===== config.mk =====
export PLATFORM = sky130hd
export DESIGN_NAME = dual_battery_source_selector
export DESIGN_NICKNAME = d
export VERILOG_FILES = /design/src/rtl/core/dbss_pkg.sv /design/src/rtl/core/dbss_cfg_regs.sv /design/src/rtl/core/dbss_accum.sv /design/src/rtl/core/dbss_decide.sv /design/src/rtl/core/dual_battery_source_selector.sv
export VERILOG_INCLUDE_DIRS = /design/src /design/src/rtl/core
export SDC_FILE = /design/constraint.sdc
export NUM_CORES = 1
export LEC_CHECK = 0
export ABC_CLOCK_PERIOD_IN_PS = 8500
export BUFFER_PORTS_ARGS = -buffer_cell sky130_fd_sc_hd__buf_2
export CORE_UTILIZATION = 40
export CTS_CLUSTER_SIZE = 8
export DETAILED_ROUTE_END_ITERATION = 6
export PLACE_DENSITY = 0.58
export SYNTH_ARGS = -nofsm -noshare
export SYNTH_HDL_FRONTEND = slang
export SYNTH_SLANG_ARGS = --single-unit

===== constraint.sdc =====
create_clock -name clk -period 8.5 [get_ports clk]
set_clock_uncertainty 0.1 [all_clocks]
set_input_delay 0.85 -clock clk [delete_from_list [all_inputs] [get_ports clk]]
set_output_delay 0.85 -clock clk [all_outputs]
set_load 0.02 [all_outputs]

===== src/rtl/core/dual_battery_source_selector_defines.svh =====
// Assertion macros shared by the block's checking code.
`ifndef DUAL_BATTERY_SOURCE_SELECTOR_DEFINES_SVH
`define DUAL_BATTERY_SOURCE_SELECTOR_DEFINES_SVH

// The consequent must hold in the same cycle as the antecedent.
`define DBSS_ASSERT_NOW(label, ante, cons, msg) \
	label: assert property (@(posedge clk) disable iff (!arst_n) (ante) |-> (cons)) \
		else $error(msg);

// The consequent must hold in the cycle after the antecedent.
`define DBSS_ASSERT_NEXT(label, ante, cons, msg) \
	label: assert property (@(posedge clk) disable iff (!arst_n) (ante) |=> (cons)) \
		else $error(msg);

`endif


===== src/rtl/core/dbss_pkg.sv =====
package dbss_pkg;

	localparam int SAMPLES = 16;
	localparam int CNT_W = (SAMPLES > 1) ? $clog2(SAMPLES) : 1;

	localparam logic [15:0] LOW_LEVEL_RST = 16'd12000;
	localparam logic [15:0] LOWEST_LEVEL_RST = 16'd11000;
	localparam logic [15:0] GAIN_ONE_RST = 16'd17490;
	localparam logic [15:0] GAIN_TWO_RST = 16'd17540;

	localparam logic [1:0] REG_LOW_LEVEL = 2'd0;
	localparam logic [1:0] REG_LOWEST_LEVEL = 2'd1;
	localparam logic [1:0] REG_GAIN_ONE = 2'd2;
	localparam logic [1:0] REG_GAIN_TWO = 2'd3;

	typedef enum logic [2:0] {
		OUT_KEPT        = 3'd0,
		OUT_SWITCHED    = 3'd1,
		OUT_NO_CABLE    = 3'd2,
		OUT_BOTH_LOW    = 3'd3,
		OUT_NO_START    = 3'd4,
		OUT_NO_TAKEOVER = 3'd5
	} outcome_t;

	typedef struct packed {
		logic [11:0] sample_one;
		logic [11:0] sample_two;
		logic        cable_absent;
	} in_item_t;

	typedef struct packed {
		logic        relay_one;
		logic        relay_two;
		logic        regulator_on;
		logic        power_ok;
		outcome_t    outcome;
		logic [15:0] volts_one_mv;
		logic [15:0] volts_two_mv;
	} out_item_t;

	typedef struct packed {
		logic [15:0] low_level_mv;
		logic [15:0] lowest_level_mv;
		logic [15:0] gain_one;
		logic [15:0] gain_two;
	} cfg_t;

	typedef struct packed {
		logic [15:0] sum_one;
		logic [15:0] sum_two;
		logic        cable_absent;
	} window_t;

endpackage


===== src/rtl/core/dbss_cfg_regs.sv =====
module dbss_cfg_regs (
	input  logic              clk,
	input  logic              arst_n,
	input  logic              cfg_we,
	input  logic [1:0]        cfg_index,
	input  logic [15:0]       cfg_data,
	output dbss_pkg::cfg_t    cfg
);

	dbss_pkg::cfg_t cfg_q;

	always_ff @(posedge clk or negedge arst_n) begin
		if (!arst_n) begin
			cfg_q.low_level_mv <= dbss_pkg::LOW_LEVEL_RST;
			cfg_q.lowest_level_mv <= dbss_pkg::LOWEST_LEVEL_RST;
			cfg_q.gain_one <= dbss_pkg::GAIN_ONE_RST;
			cfg_q.gain_two <= dbss_pkg::GAIN_TWO_RST;
		end else if (cfg_we) begin
			case (cfg_index)
				dbss_pkg::REG_LOW_LEVEL: cfg_q.low_level_mv <= cfg_data;
				dbss_pkg::REG_LOWEST_LEVEL: cfg_q.lowest_level_mv <= cfg_data;
				dbss_pkg::REG_GAIN_ONE: cfg_q.gain_one <= cfg_data;
				dbss_pkg::REG_GAIN_TWO: cfg_q.gain_two <= cfg_data;
				default: ;
			endcase
		end
	end

	assign cfg = cfg_q;

endmodule


===== src/rtl/core/dbss_accum.sv =====
module dbss_accum (
	input  logic                clk,
	input  logic                arst_n,
	input  logic                in_valid,
	output logic                in_stall,
	input  dbss_pkg::in_item_t  in_item,
	output logic                win_valid,
	input  logic                win_ready,
	output dbss_pkg::window_t   win
);

	logic [dbss_pkg::CNT_W-1:0] count_q;
	logic [15:0]                sum_one_q;
	logic [15:0]                sum_two_q;
	logic [15:0]                sum_one_nxt;
	logic [15:0]                sum_two_nxt;
	logic                       win_valid_s1;
	dbss_pkg::window_t          win_s1;
	logic                       accept;
	logic                       last;

	assign in_stall = win_valid_s1 && !win_ready;
	assign accept = in_valid && !in_stall;
	assign last = (count_q == dbss_pkg::CNT_W'(dbss_pkg::SAMPLES - 1));
	assign sum_one_nxt = sum_one_q + {4'd0, in_item.sample_one};
	assign sum_two_nxt = sum_two_q + {4'd0, in_item.sample_two};

	always_ff @(posedge clk or negedge arst_n) begin
		if (!arst_n) begin
			count_q <= '0;
			sum_one_q <= '0;
			sum_two_q <= '0;
		end else if (accept) begin
			if (last) begin
				count_q <= '0;
				sum_one_q <= '0;
				sum_two_q <= '0;
			end else begin
				count_q <= count_q + dbss_pkg::CNT_W'(1);
				sum_one_q <= sum_one_nxt;
				sum_two_q <= sum_two_nxt;
			end
		end
	end

	always_ff @(posedge clk or negedge arst_n) begin
		if (!arst_n) begin
			win_valid_s1 <= 1'b0;
		end else if (accept && last) begin
			win_valid_s1 <= 1'b1;
		end else if (win_ready) begin
			win_valid_s1 <= 1'b0;
		end
	end

	always_ff @(posedge clk) begin
		if (accept && last) begin
			win_s1.sum_one <= sum_one_nxt;
			win_s1.sum_two <= sum_two_nxt;
			win_s1.cable_absent <= in_item.cable_absent;
		end
	end

	assign win_valid = win_valid_s1;
	assign win = win_s1;

endmodule


===== src/rtl/core/dbss_decide.sv =====
module dbss_decide (
	input  logic                clk,
	input  logic                arst_n,
	input  dbss_pkg::cfg_t      cfg,
	input  logic                win_valid,
	output logic                win_ready,
	input  dbss_pkg::window_t   win,
	output logic                out_valid,
	input  logic                out_stall,
	output dbss_pkg::out_item_t out_item
);

	logic                 one_on_q;
	logic                 two_on_q;
	logic                 first_q;
	logic                 reg_on_q;
	logic                 one_nxt;
	logic                 two_nxt;
	logic                 first_nxt;
	logic                 reg_nxt;
	logic [31:0]          prod_one;
	logic [31:0]          prod_two;
	logic [15:0]          v1;
	logic [15:0]          v2;
	logic [15:0]          start_th;
	dbss_pkg::outcome_t   outcome;
	logic                 power_off;
	logic                 take;
	logic                 out_valid_s2;
	dbss_pkg::out_item_t  out_item_s2;

	assign win_ready = !out_valid_s2 || !out_stall;
	assign take = win_valid && win_ready;

	// The 16 by 16 product shifted down by 16 never exceeds 65534, so the
	// saturation limit is never reached.
	assign prod_one = {16'd0, win.sum_one} * {16'd0, cfg.gain_one};
	assign prod_two = {16'd0, win.sum_two} * {16'd0, cfg.gain_two};
	assign v1 = prod_one[31:16];
	assign v2 = prod_two[31:16];
	assign start_th = first_q ? cfg.low_level_mv : cfg.lowest_level_mv;

	always_comb begin
		outcome = dbss_pkg::OUT_KEPT;
		one_nxt = one_on_q;
		two_nxt = two_on_q;
		first_nxt = first_q;
		reg_nxt = reg_on_q;
		if (win.cable_absent) begin
			outcome = dbss_pkg::OUT_NO_CABLE;
		end else if (v1 < cfg.lowest_level_mv && v2 < cfg.lowest_level_mv) begin
			outcome = dbss_pkg::OUT_BOTH_LOW;
		end else if (!one_on_q && !two_on_q) begin
			if (v1 > v2 && v1 > start_th) begin
				outcome = dbss_pkg::OUT_SWITCHED;
				one_nxt = 1'b1;
			end else if (v2 > start_th) begin
				outcome = dbss_pkg::OUT_SWITCHED;
				one_nxt = 1'b0;
			end else begin
				outcome = dbss_pkg::OUT_NO_START;
			end
		end else if (one_on_q && v1 < cfg.lowest_level_mv) begin
			if (v2 > cfg.low_level_mv) begin
				outcome = dbss_pkg::OUT_SWITCHED;
				one_nxt = 1'b0;
			end else begin
				outcome = dbss_pkg::OUT_NO_TAKEOVER;
			end
		end else if (two_on_q && v2 < cfg.lowest_level_mv) begin
			if (v1 > cfg.low_level_mv) begin
				outcome = dbss_pkg::OUT_SWITCHED;
				one_nxt = 1'b1;
			end else begin
				outcome = dbss_pkg::OUT_NO_TAKEOVER;
			end
		end
		power_off = (outcome != dbss_pkg::OUT_KEPT) && (outcome != dbss_pkg::OUT_SWITCHED);
		if (outcome == dbss_pkg::OUT_SWITCHED) begin
			two_nxt = !one_nxt;
			first_nxt = 1'b0;
			reg_nxt = 1'b1;
		end
		if (power_off) begin
			one_nxt = 1'b0;
			two_nxt = 1'b0;
			reg_nxt = 1'b0;
		end
	end

	always_ff @(posedge clk or negedge arst_n) begin
		if (!arst_n) begin
			one_on_q <= 1'b0;
			two_on_q <= 1'b0;
			first_q <= 1'b1;
			reg_on_q <= 1'b0;
		end else if (take) begin
			one_on_q <= one_nxt;
			two_on_q <= two_nxt;
			first_q <= first_nxt;
			reg_on_q <= reg_nxt;
		end
	end

	always_ff @(posedge clk or negedge arst_n) begin
		if (!arst_n) begin
			out_valid_s2 <= 1'b0;
		end else if (take) begin
			out_valid_s2 <= 1'b1;
		end else if (!out_stall) begin
			out_valid_s2 <= 1'b0;
		end
	end

	always_ff @(posedge clk) begin
		if (take) begin
			out_item_s2.relay_one <= one_nxt;
			out_item_s2.relay_two <= two_nxt;
			out_item_s2.regulator_on <= reg_nxt;
			out_item_s2.power_ok <= !power_off;
			out_item_s2.outcome <= outcome;
			out_item_s2.volts_one_mv <= v1;
			out_item_s2.volts_two_mv <= v2;
		end
	end

	assign out_valid = out_valid_s2;
	assign out_item = out_item_s2;

endmodule


===== src/rtl/core/dual_battery_source_selector.sv =====
// Takes one pair of battery samples per cycle while in_stall is low. Every
// SAMPLES-th item closes a window and yields one result item: the window
// sums are registered, then one 16 by 16 multiply per battery feeds the
// threshold compares and relay decision in the next stage, which writes the
// output register. Items that do not close a window yield no result. The
// input side stalls only while a finished window waits behind a stalled
// output register. Configuration writes are taken at any edge with cfg_we
// high and must be made while the block is idle.
`include "dual_battery_source_selector_defines.svh"

module dual_battery_source_selector (
	input  logic                clk,
	input  logic                arst_n,
	input  logic                cfg_we,
	input  logic [1:0]          cfg_index,
	input  logic [15:0]         cfg_data,
	input  logic                in_valid,
	output logic                in_stall,
	input  dbss_pkg::in_item_t  in_item,
	output logic                out_valid,
	input  logic                out_stall,
	output dbss_pkg::out_item_t out_item
);

	dbss_pkg::cfg_t    cfg;
	dbss_pkg::window_t win;
	logic              win_valid;
	logic              win_ready;

	dbss_cfg_regs u_cfg (
		.clk       (clk),
		.arst_n    (arst_n),
		.cfg_we    (cfg_we),
		.cfg_index (cfg_index),
		.cfg_data  (cfg_data),
		.cfg       (cfg)
	);

	dbss_accum u_accum (
		.clk       (clk),
		.arst_n    (arst_n),
		.in_valid  (in_valid),
		.in_stall  (in_stall),
		.in_item   (in_item),
		.win_valid (win_valid),
		.win_ready (win_ready),
		.win       (win)
	);

	dbss_decide u_decide (
		.clk       (clk),
		.arst_n    (arst_n),
		.cfg       (cfg),
		.win_valid (win_valid),
		.win_ready (win_ready),
		.win       (win),
		.out_valid (out_valid),
		.out_stall (out_stall),
		.out_item  (out_item)
	);

	`DBSS_ASSERT_NOW(a_relays_exclusive, out_valid, !(out_item.relay_one && out_item.relay_two), "both relays closed")
	`DBSS_ASSERT_NOW(a_regulator_follows, out_valid, out_item.regulator_on == (out_item.relay_one || out_item.relay_two), "regulator does not match relays")
	`DBSS_ASSERT_NOW(a_stall_cause, in_stall, win_valid && out_valid && out_stall, "input stalled without a blocked window")
	`DBSS_ASSERT_NEXT(a_window_delivered, win_valid && win_ready, out_valid, "taken window gave no result")

endmodule

## Yosys cells after proc, flatten, opt, wreduce, memory -nomap -nowiden

Index checks and enable logic that the tools add are counted.

| word-level totals | value |
|---|---|
| register bits | 178 |
| bits of input ports | 48 |
| output and inout port bits | 41 |
| word-level logic and storage cells | 100 |

| cells by class | value |
|---|---|
| add/sub/neg operators | 3 |
| multiply operators | 2 |
| order comparisons | 7 |
| equality and inequality tests | 7 |
| multiplexer cells | 31 |
| reductions and logical operators | 27 |

Operators with widths:

| operator | count |
|---|---|
| $gt 16x16->1 | 5 |
| $mul 16x16->32 | 2 |
| $mux 16 | 3 |
| $add 16x12->16 | 2 |
| $lt 16x16->1 | 2 |
| $mux 3 | 9 |
| $mux 1 | 18 |
| $logic_and 1x1->1 | 10 |
| $reduce_and 2->1 | 5 |
| $logic_not 1->1 | 8 |
| $add 4x1->4 const B | 1 |
| $eq 2x2->1 const B | 2 |
| $eq 4x4->1 const B | 1 |
| $mux 4 | 1 |
| $eq 3x1->1 const B | 1 |
| $ne 3x1->1 const B | 1 |
| $reduce_bool 3->1 | 1 |
| $eq 2x1->1 const B | 1 |
| $logic_not 2->1 | 1 |
| $ne 2x1->1 const B | 1 |
| $reduce_bool 2->1 | 1 |
| $logic_or 1x1->1 | 1 |

## Longest topological paths before layout

Gate-level depths: netlist of the first run.

| depth | value |
|---|---|
| depth after elaboration | 11 |
| mapped depth | 38 |
| depth with buffers taken out | 37 |

## Modules after synthesis

Synthesis of the first run repeated with hierarchy kept, for this count alone.

| unflattened totals | value |
|---|---|
| cell total of the unflattened synthesis | 2748 |
| area total of the unflattened synthesis | 26735.6 µm² |

Modules (own cells, without submodules):

| module | times used | cells an instance | area each (µm²) | sequential area each (µm²) |
|---|---|---|---|---|
| dbss_decide | 1 | 2290 | 20602.3 | 1297.5 |
| dbss_accum | 1 | 322 | 3692.3 | 1916.8 |
| dbss_cfg_regs | 1 | 136 | 2441.1 | 1631.6 |

## Least setup slack after synthesis of the first run

OpenSTA, ideal clock, no wires.

| timing | value |
|---|---|
| kind | register to register |
| start | register u_cfg.cfg_q, in the netlist u_cfg.cfg[17] |
| end | register u_decide.out_item_s2, in the netlist u_decide.out_item[37] (data pin) |
| setup time | 0.146 ns |
| data arrival time | 8.672 ns |
| required time | 8.254 ns |
| slack | -0.419 ns |
| stages on the path, launching flop included | 35 |
| buffers on the path | 1 |
| clock period less this slack | 8.919 ns |
| cell sequence | dfstp_2 -> clkbuf_1 -> nand2_1 -> fa_1 -> fa_1 -> fa_1 -> inv_1 -> fa_1 -> fa_1 -> inv_1 -> fa_1 -> inv_1 -> ha_1 -> a21o_1 -> a31o_1 -> o311ai_2 -> a21boi_2 -> nor3_4 -> nor2b_1 -> nor2_1 -> o21bai_1 -> xor2_1 -> ha_1 -> a21o_1 -> a21o_1 -> a21oi_1 -> o21ai_0 -> or4b_2 -> a31oi_1 -> or2_1 -> nor4_1 -> a211oi_1 -> nor2_1 -> a2111oi_2 -> a21boi_1 |

| on the way | value |
|---|---|
| word-level cells in the longest chain between the ends | 11 |
| elaborated cells between the ends (all ways) | 29 |
| those cells by class | mul (1); order compare (4); eq/ne (2); mux (16); reduce/logical (6) |

RTL lines:

| item | RTL line | source |
|---|---|---|
| start, declared | dbss_cfg_regs.sv:10 | `dbss_pkg::cfg_t cfg_q;` |
| $mul 16x16->32 (*) | dbss_decide.sv:37 | `assign prod_one = {16'd0, win.sum_one} * {16'd0, cfg.gain_one};` |
| named net u_decide.prod_one[29] | dbss_decide.sv:21 | `logic [31:0] prod_one;` |
| $gt 16x16->1 | dbss_decide.sv:71 | `if (v1 > cfg.low_level_mv) begin` |
| $mux 3 / $mux 1 (equally long branches) | dbss_decide.sv:71 |  |
| $mux 3 / $mux 1 (equally long branches) | dbss_decide.sv:70 | `end else if (two_on_q && v2 < cfg.lowest_level_mv) begin` |
| $mux 3 / $mux 1 (equally long branches) | dbss_decide.sv:63 | `end else if (one_on_q && v1 < cfg.lowest_level_mv) begin` |
| $mux 3 / $mux 1 (equally long branches) | dbss_decide.sv:53 | `end else if (!one_on_q && !two_on_q) begin` |
| $mux 3 / $mux 1 (equally long branches) | dbss_decide.sv:51 | `end else if (v1 < cfg.lowest_level_mv && v2 < cfg.lowest_level_mv) begin` |
| $mux 3 / $mux 1 (equally long branches) | dbss_decide.sv:49 | `if (win.cable_absent) begin` |
| $eq 3x1->1 (tied with other cells) | dbss_decide.sv:79 | `if (outcome == dbss_pkg::OUT_SWITCHED) begin` |
| $mux 1 / $logic_and 1x1->1 (equally long branches) | dbss_decide.sv:79, dbss_decide.sv:78 |  |
| $mux 1 (*) | dbss_decide.sv:84 | `if (power_off) begin` |
| named net u_decide.two_nxt | dbss_decide.sv:18 | `logic two_nxt;` |
| end, declared | dbss_decide.sv:30 | `dbss_pkg::out_item_t out_item_s2;` |

The timed path passes the listed nets; every way through them passes the cells marked *.
A chain may end at the register's enable or synchronous reset.

## Worst setup path after layout of the first run

| timing | value |
|---|---|
| start | register u_accum.win_s1, in the netlist u_accum.win[27] |
| end | register u_decide.out_item_s2, in the netlist u_decide.out_item[37] (data pin) |

| on the way | value |
|---|---|
| word-level cells in the longest chain between the ends | 11 |
| elaborated cells between the ends (all ways) | 29 |
| those cells by class | mul (1); order compare (4); eq/ne (2); mux (16); reduce/logical (6) |

RTL lines:

| item | RTL line | source |
|---|---|---|
| start, declared | dbss_accum.sv:18 | `dbss_pkg::window_t win_s1;` |
| $mul 16x16->32 (*) | dbss_decide.sv:37 |  |
| named net u_decide.prod_one[29] | dbss_decide.sv:21 |  |
| $gt 16x16->1 | dbss_decide.sv:71 |  |
| $mux 3 / $mux 1 (equally long branches) | dbss_decide.sv:71 |  |
| $mux 3 / $mux 1 (equally long branches) | dbss_decide.sv:70 |  |
| $mux 3 / $mux 1 (equally long branches) | dbss_decide.sv:63 |  |
| $mux 3 / $mux 1 (equally long branches) | dbss_decide.sv:53 |  |
| $mux 3 / $mux 1 (equally long branches) | dbss_decide.sv:51 |  |
| $mux 3 / $mux 1 (equally long branches) | dbss_decide.sv:49 |  |
| $eq 3x1->1 (tied with other cells) | dbss_decide.sv:79 |  |
| $mux 1 / $logic_and 1x1->1 (equally long branches) | dbss_decide.sv:79, dbss_decide.sv:78 |  |
| $mux 1 (*) | dbss_decide.sv:84 |  |
| named net u_decide.two_nxt | dbss_decide.sv:18 |  |

Marks and branches as above.

==> results of run 1 <==
timing repair:
item                                    CTS  global route
endpoints found under the setup margin   11            11
setup buffers                            35            11
gates resized for setup                  62            69
endpoints found under the hold margin     0             0
hold buffers                              0             0
pin swaps                                45            34
cell type report:
type	count	area, µm²
fill	6067	33700
multi-input combinational	1953	19900
sequential	178	4860
timing repair buffer	397	2890
inverter	506	1900
tap	855	1070
clock buffer	17	425
clock inverter	15	156
path summary, 6_finish.rpt:
kind,endpoint,slack (ns),depth (start not counted)
max in group asynchronous,u_cfg.cfg[1],6.64,2
min in group clk,u_accum.sum_two_q[2],0.38,2
worst min-delay path,u_cfg.cfg[8],0.37,1
worst min register to register,u_accum.sum_two_q[2],0.38,2
worst max register to register,u_decide.out_item[37],-0.24,35
worst max-delay path,u_decide.out_item[37],-0.24,35
worst register-to-register path: cells and delay by family, from the launching register on:
family                     cells  cell delay [ns]
buffers and inverters          6             0.50
AOI/OAI and AO/OA             13             2.34
xor gates and xnor gates       1             0.26
DFF                            1             0.55
and+or+nand+nor                7             1.29
adders and majority gates      8             3.56
Yosys cell counts, drive strengths merged (30+ instances only):
master,number,area (µm²)
nand3,30,150
nand4,31,194
nand2,354,1330
edfxtp,72,2160
fa,388,7770
o21ai,83,415
nor2,43,164
dfrtp,81,2030
clkbuf,86,323
inv,506,1900
xnor2,39,342
and2,239,1500
a21o,35,263
ha,331,4140
mux2,50,563
a21oi,87,443
flip-flops by register name, indices dropped and copies added (netlist names):
name / flops
u_cfg.cfg: 64
u_decide.out_item: 39
u_accum.win: 33
u_accum.sum_one_q: 16
u_accum.sum_two_q: 16
u_accum.count_q: 4
u_accum.win_valid: 1
u_decide.first_q: 1
u_decide.one_on_q: 1
u_decide.out_valid: 1
u_decide.reg_on_q: 1
u_decide.two_on_q: 1
through the flow:
step | worst slack, ns | TNS [ns] | area (µm²) | hold slack, ns | utilization [%]
after global placement | -0.621 | -5.35 | 29700 | 0.355 | 45.8
after detailed placement | -0.705 | -5.84 | 29700 | 0.360 | 45.8
final | -0.244 | -1.27 | 31200 | 0.368 | 48.1
after CTS | -0.276 | -1.07 | 30700 | 0.365 | 47.4
after global routing | -0.535 | -4.22 | 31200 | 0.393 | 48.1
after floorplan | 0.00303 | 0 | 26400 | 0.343 | -
layout by cell type (no fill, tap or decap), types with 8 or more instances in the layout:
cell / netlist / layout
nor3_1: 13 / 8
ha_1: 331 / 318
o21a_1: 10 / 9
xnor2_1: 39 / 37
fa_1: 388 / 383
dfrtp_1: 81 / 72
nor2_1: 42 / 37
edfxtp_1: 72 / 72
o21ai_0: 80 / 73
buf_6: 1 / 11
a21oi_1: 85 / 73
ha_4: 0 / 11
inv_1: 506 / 499
o21ai_1: 3 / 8
buf_2: 2 / 87
nand2_1: 354 / 350
nand4_1: 31 / 31
dfrtp_2: 0 / 9
a21boi_0: 9 / 8
mux2i_1: 15 / 15
nor2b_1: 15 / 15
a21o_1: 35 / 35
a22o_1: 20 / 20
clkbuf_16: 0 / 17
nand2b_1: 9 / 9
xor2_1: 20 / 20
and2_1: 239 / 234
a21oi_2: 2 / 14
nand3_1: 30 / 29
dfstp_2: 25 / 25
mux2_2: 50 / 50
buf_4: 0 / 289
routing by layer:
metal | up-vias | share of wire (%)
met3 | 126 | 3.8
met1 | 10414 | 44
met5 | - | 0
met2 | 496 | 49
li1 | 9356 | -
met4 | 0 | 3.4
cell families after synthesis:
family | count (synthesis) | share of synthesized area, %
buffers and inverters | 596 | 8.51
muxes | 65 | 2.70
adders and majority gates | 723 | 45.3
xor gates and xnor gates | 60 | 2.04
AOI/OAI and AO/OA | 332 | 8.49
and+or+nand+nor | 773 | 14.6
DFF | 178 | 18.4
==> metrics.yaml, run 1 <==
h-tree-depth: 4
ys_seq_area_share_pct: 18.4
antenna_found_initial: 3
synth.distinct_cells: 84
worstHoldPathType: "in2async"
io_pins: 89
grtUsageTotal_pct: 23.4
critPathTopFamily: "adder cells"
clockBufferDepth: 2
core-area_mm2: 0.0648
grt_pass1_vias: 21886
fin_cells: 3921
syn2layout_area_growth_pct: 18.1
min_period_over_period_pct: 103
cts_root_buffer: "clkbuf_16"
cts_tree: "built"
die_h_um: 259
min_period_ns: 8.74
yosys_warnings: 0
setup_violations: 9
cp.buffers_inverters: 6
finalHoldViolCount: 0
std_cell_rows: 93
async_flop_share_pct: 59.6
numPortBuffers: 88
crit_type: "reg2reg"
worst_pin_slew_ns: 1.16
gp_congestion: 0.940
critPathMostFrequentCell: "fa_1"
use_met1_pct: 31.2
wl_um: 75000
r2r_start: "u_accum.win[27]"
ys_seq_elements: 178
drt_iter0_markers: 1100
crit_start: "u_accum.win[27]"
drv_slew: 0
relSlewSlack_pct: 22.3
detail-route-antenna-nets: 0
wl_per_cell_um: 19.1
busiest_layer: "met2"
clock_sinks: 178
use_met2_pct: 39.0
failed_checks: "setup timing"
numCtsBuffers: 17
ys.flop_type: "dfrtp_1"
netlist_area_mm2: 0.0264
worst_setup_path_start_kind: "register"
syn_inst: 2727
grt_pass1_wl_um: 121000
num_antenna_cells: 0
dr.pass1.iters: 5
grtUsageMet3_pct: 2.73
end_kind: "register"
vias_per_cell: 5.20
grt-ovfl-total: 0
nets: 3820
grt_start_max_net_pins: 57
arrival_ns: 8.99
cp.required_ns: 8.74
detailed_place_hpwl_um: 61100
vias: 20392
fmax_mhz: 114
die_x_um: 259
status: "finished with violations"
fp.dieArea_mm2: 0.0670
drive_gt1_share_pct: 20.6
drcViolationCount: 0
synthesis.nets: 3494
crit_slowest_cell: "fa_1"
crit_fanout: 5
synth-edff-count: 72
worstSkewPairLatency_ns: 0.49
clkTransAtPathRegs_ns: 0.08
maxCapViolations: 0
post_synth.cell_area_avg_um2: 9.68
rsz0062_at_grt: "true"
initial_core_util_pct: 40.7
worst_slack_ns: -0.244
dp_cells: 3845
crit_path_max_incr_delay_ns: 0.58
Power of run 1 is not shown: default switching activity piles up to over one toggle a cycle in this logic, so the estimate is an artifact.
==> inputs of run 2 (changes only) <==
--- a/config.mk
+++ b/config.mk
@@ -8,10 +8,11 @@
 export LEC_CHECK = 0
 export ABC_CLOCK_PERIOD_IN_PS = 8500
 export BUFFER_PORTS_ARGS = -buffer_cell sky130_fd_sc_hd__buf_2
-export CORE_UTILIZATION = 40
+export CORE_UTILIZATION = 50
 export CTS_CLUSTER_SIZE = 8
 export DETAILED_ROUTE_END_ITERATION = 6
-export PLACE_DENSITY = 0.58
+export HOLD_SLACK_MARGIN = 0.12
+export PLACE_DENSITY = 0.69
 export SYNTH_ARGS = -nofsm -noshare
 export SYNTH_HDL_FRONTEND = slang
 export SYNTH_SLANG_ARGS = --single-unit
==> run 2 against run 1 <==
Net effect: the flow still finishes with violations (setup timing); critical endpoint is now u_decide.out_item[36]; non-clock buffer count is 26 higher; worst hold slack worse by 0.072 ns; core utilization is 13 points higher; maximum frequency hardly changed; worst setup slack hardly changed; largest cell class unchanged; register-to-register slack hardly changed.
==> metrics.yaml, run 2 (synthesis results as in run 1) <==
status: "finished with violations"
failed_checks: "setup timing"
numPortBuffers: 88  # unchanged
drive_gt1_share_pct: 22.7  # +2.0 points
worst_pin_slew_ns: 1.19  # +0.0282 ns
end_kind: "register"
detailed_place_hpwl_um: 59700  # -2.2%
clockBufferDepth: 2  # unchanged
arrival_ns: 8.90  # -0.09 ns
die_x_um: 232  # -10%
std_cell_rows: 83  # -11%
setup_violations: 10  # +1
maxCapViolations: 0  # unchanged
critPathMostFrequentCell: "fa_1"
grt_pass1_vias: 22378  # +2.2%
postLayoutCellArea_mm2: 0.0315  # +1.0%
fmax_mhz: 114  # about the same
min_period_ns: 8.74  # -0.000246 ns
grt_pass1_wl_um: 119000  # -1.5%
worst_setup_path_start_kind: "register"
rsz0062_at_grt: "true"
dpl_cell_area_mm2: 0.0294  # -0.81%
cts_tree: "built"
worstHoldPathType: "in2async"
largest_reg_flops: 64  # unchanged
drv_slew: 0  # unchanged
numCtsBuffers: 17  # unchanged
vias_per_cell: 5.52  # +6.1%
clock_sinks: 178  # unchanged
nets: 3846  # +0.68%
cts_root_buffer: "clkbuf_16"
crit_fanout: 4  # -1
seq_area_mm2: 0.00486  # about the same
grt-ovfl-total: 0  # unchanged
grt_start_max_net_pins: 62  # +8.8%
crit_type: "reg2reg"
dr.pass1.iters: 6  # +1
io_pins: 89  # unchanged
relSlewSlack_pct: 20.4  # -1.9 points
syn2layout_area_growth_pct: 19.2
initial_core_util_pct: 51.0  # +10 points
grtUsageTotal_pct: 28.9  # +5.5 points
antenna_found_initial: 0  # -3
min_period_over_period_pct: 103  # about the same
wl_um: 74600  # -0.42%
drt_iter0_markers: 1238  # +13%
worst_slack_ns: -0.244  # +0.000246 ns
vias: 20813  # +2.1%
cp.required_ns: 8.66  # -0.08 ns
drcViolationCount: 0  # unchanged
core-area_mm2: 0.0517  # -20%
crit_slowest_cell: "fa_2"
clkTransAtPathRegs_ns: 0.09  # about the same
postCtsHoldBufs: 0  # unchanged
final_cell_mix: "inv_1 (494), fa_1 (374), nand2_1 (353), ha_1 (313), buf_4 (295)"
finalHoldViolCount: 0  # unchanged
gp_congestion: 0.966  # +2.8%
wl_per_cell_um: 19.8  # +3.5%
worstSkewPairLatency_ns: 0.51  # +0.02 ns
num-fill-cells: 4272  # -30%
multi_input_area_mm2: 0.0200  # +0.88%
crit_path_max_incr_delay_ns: 0.60  # +0.02 ns
num_antenna_cells: 0  # unchanged
final_common_cell: "inv_1"
die_h_um: 232  # -10%
detail-route-antenna-nets: 0  # unchanged
h-tree-depth: 4  # unchanged
fp.dieArea_mm2: 0.0537  # -20%
run 2: repair_timing:
| item | CTS | global route |
|---|---|---|
| buffers inserted | 48 | 24 |
| pin swaps | 75 | 65 |
| setup endpoints to repair | 11 | 11 |
| gates resized for setup | 114 | 80 |
run 2: worst paths after layout:
kind / start / endpoint / slack (ns) / depth (start not counted)
worst min-delay path: arst_n / u_cfg.cfg[46] / 0.30 / 1
worst min register to register: u_accum.sum_two_q[0] / u_accum.sum_two_q[0] / 0.38 / 2
worst max register to register: u_accum.win[26] / u_decide.out_item[36] / -0.24 / 34
min in group clk: u_accum.sum_two_q[0] / u_accum.sum_two_q[0] / 0.38 / 2
max in group asynchronous: arst_n / u_cfg.cfg[27] / 6.65 / 2
worst max-delay path: u_accum.win[26] / u_decide.out_item[36] / -0.24 / 34
run 2: area by class of cell:
cell class	count	area share, %
Clock buffer	17	1.35
Inverter	506	6.03
Clock inverter	15	0.580
Sequential cell	178	15.4
Tap cell	680	2.70
Timing Repair Buffer	423	10.2
Multi-Input combinational cell	1953	63.7
run 2: critical path, delay by kind of cell, from the launching register on:
family          cells  cell delay (ns)
fa+ha+maj           8             3.70
compound gates     13             2.07
simple gates        7             1.28
buf+inv             5             0.66
flops               1             0.51
xor+xnor            1             0.16
run 2: routing by layer:
| layer | share of wire [%] | GRT usage [%] |
|---|---|---|
| met1 | 42 | 36.9 |
| met2 | 49 | 49.0 |
| met3 | 5.5 | 4.36 |
| met4 | 3.9 | 11.7 |
| met5 | 0 | 0 |
run 2: per-stage QoR:
stage	setup TNS (ns)	util (%)	hold slack [ns]	setup slack (ns)	cells
after floorplan	0	-	0.343	0.00303	2727
after global placement	-3.25	56.9	0.357	-0.444	3669
after detailed placement	-4.08	56.9	0.364	-0.563	3669
after CTS	-0.740	59.8	0.283	-0.142	3748
after global routing	-4.08	60.9	0.326	-0.506	3772
final	-1.51	60.9	0.295	-0.244	3772
Power of run 2 is left out for the same reason.
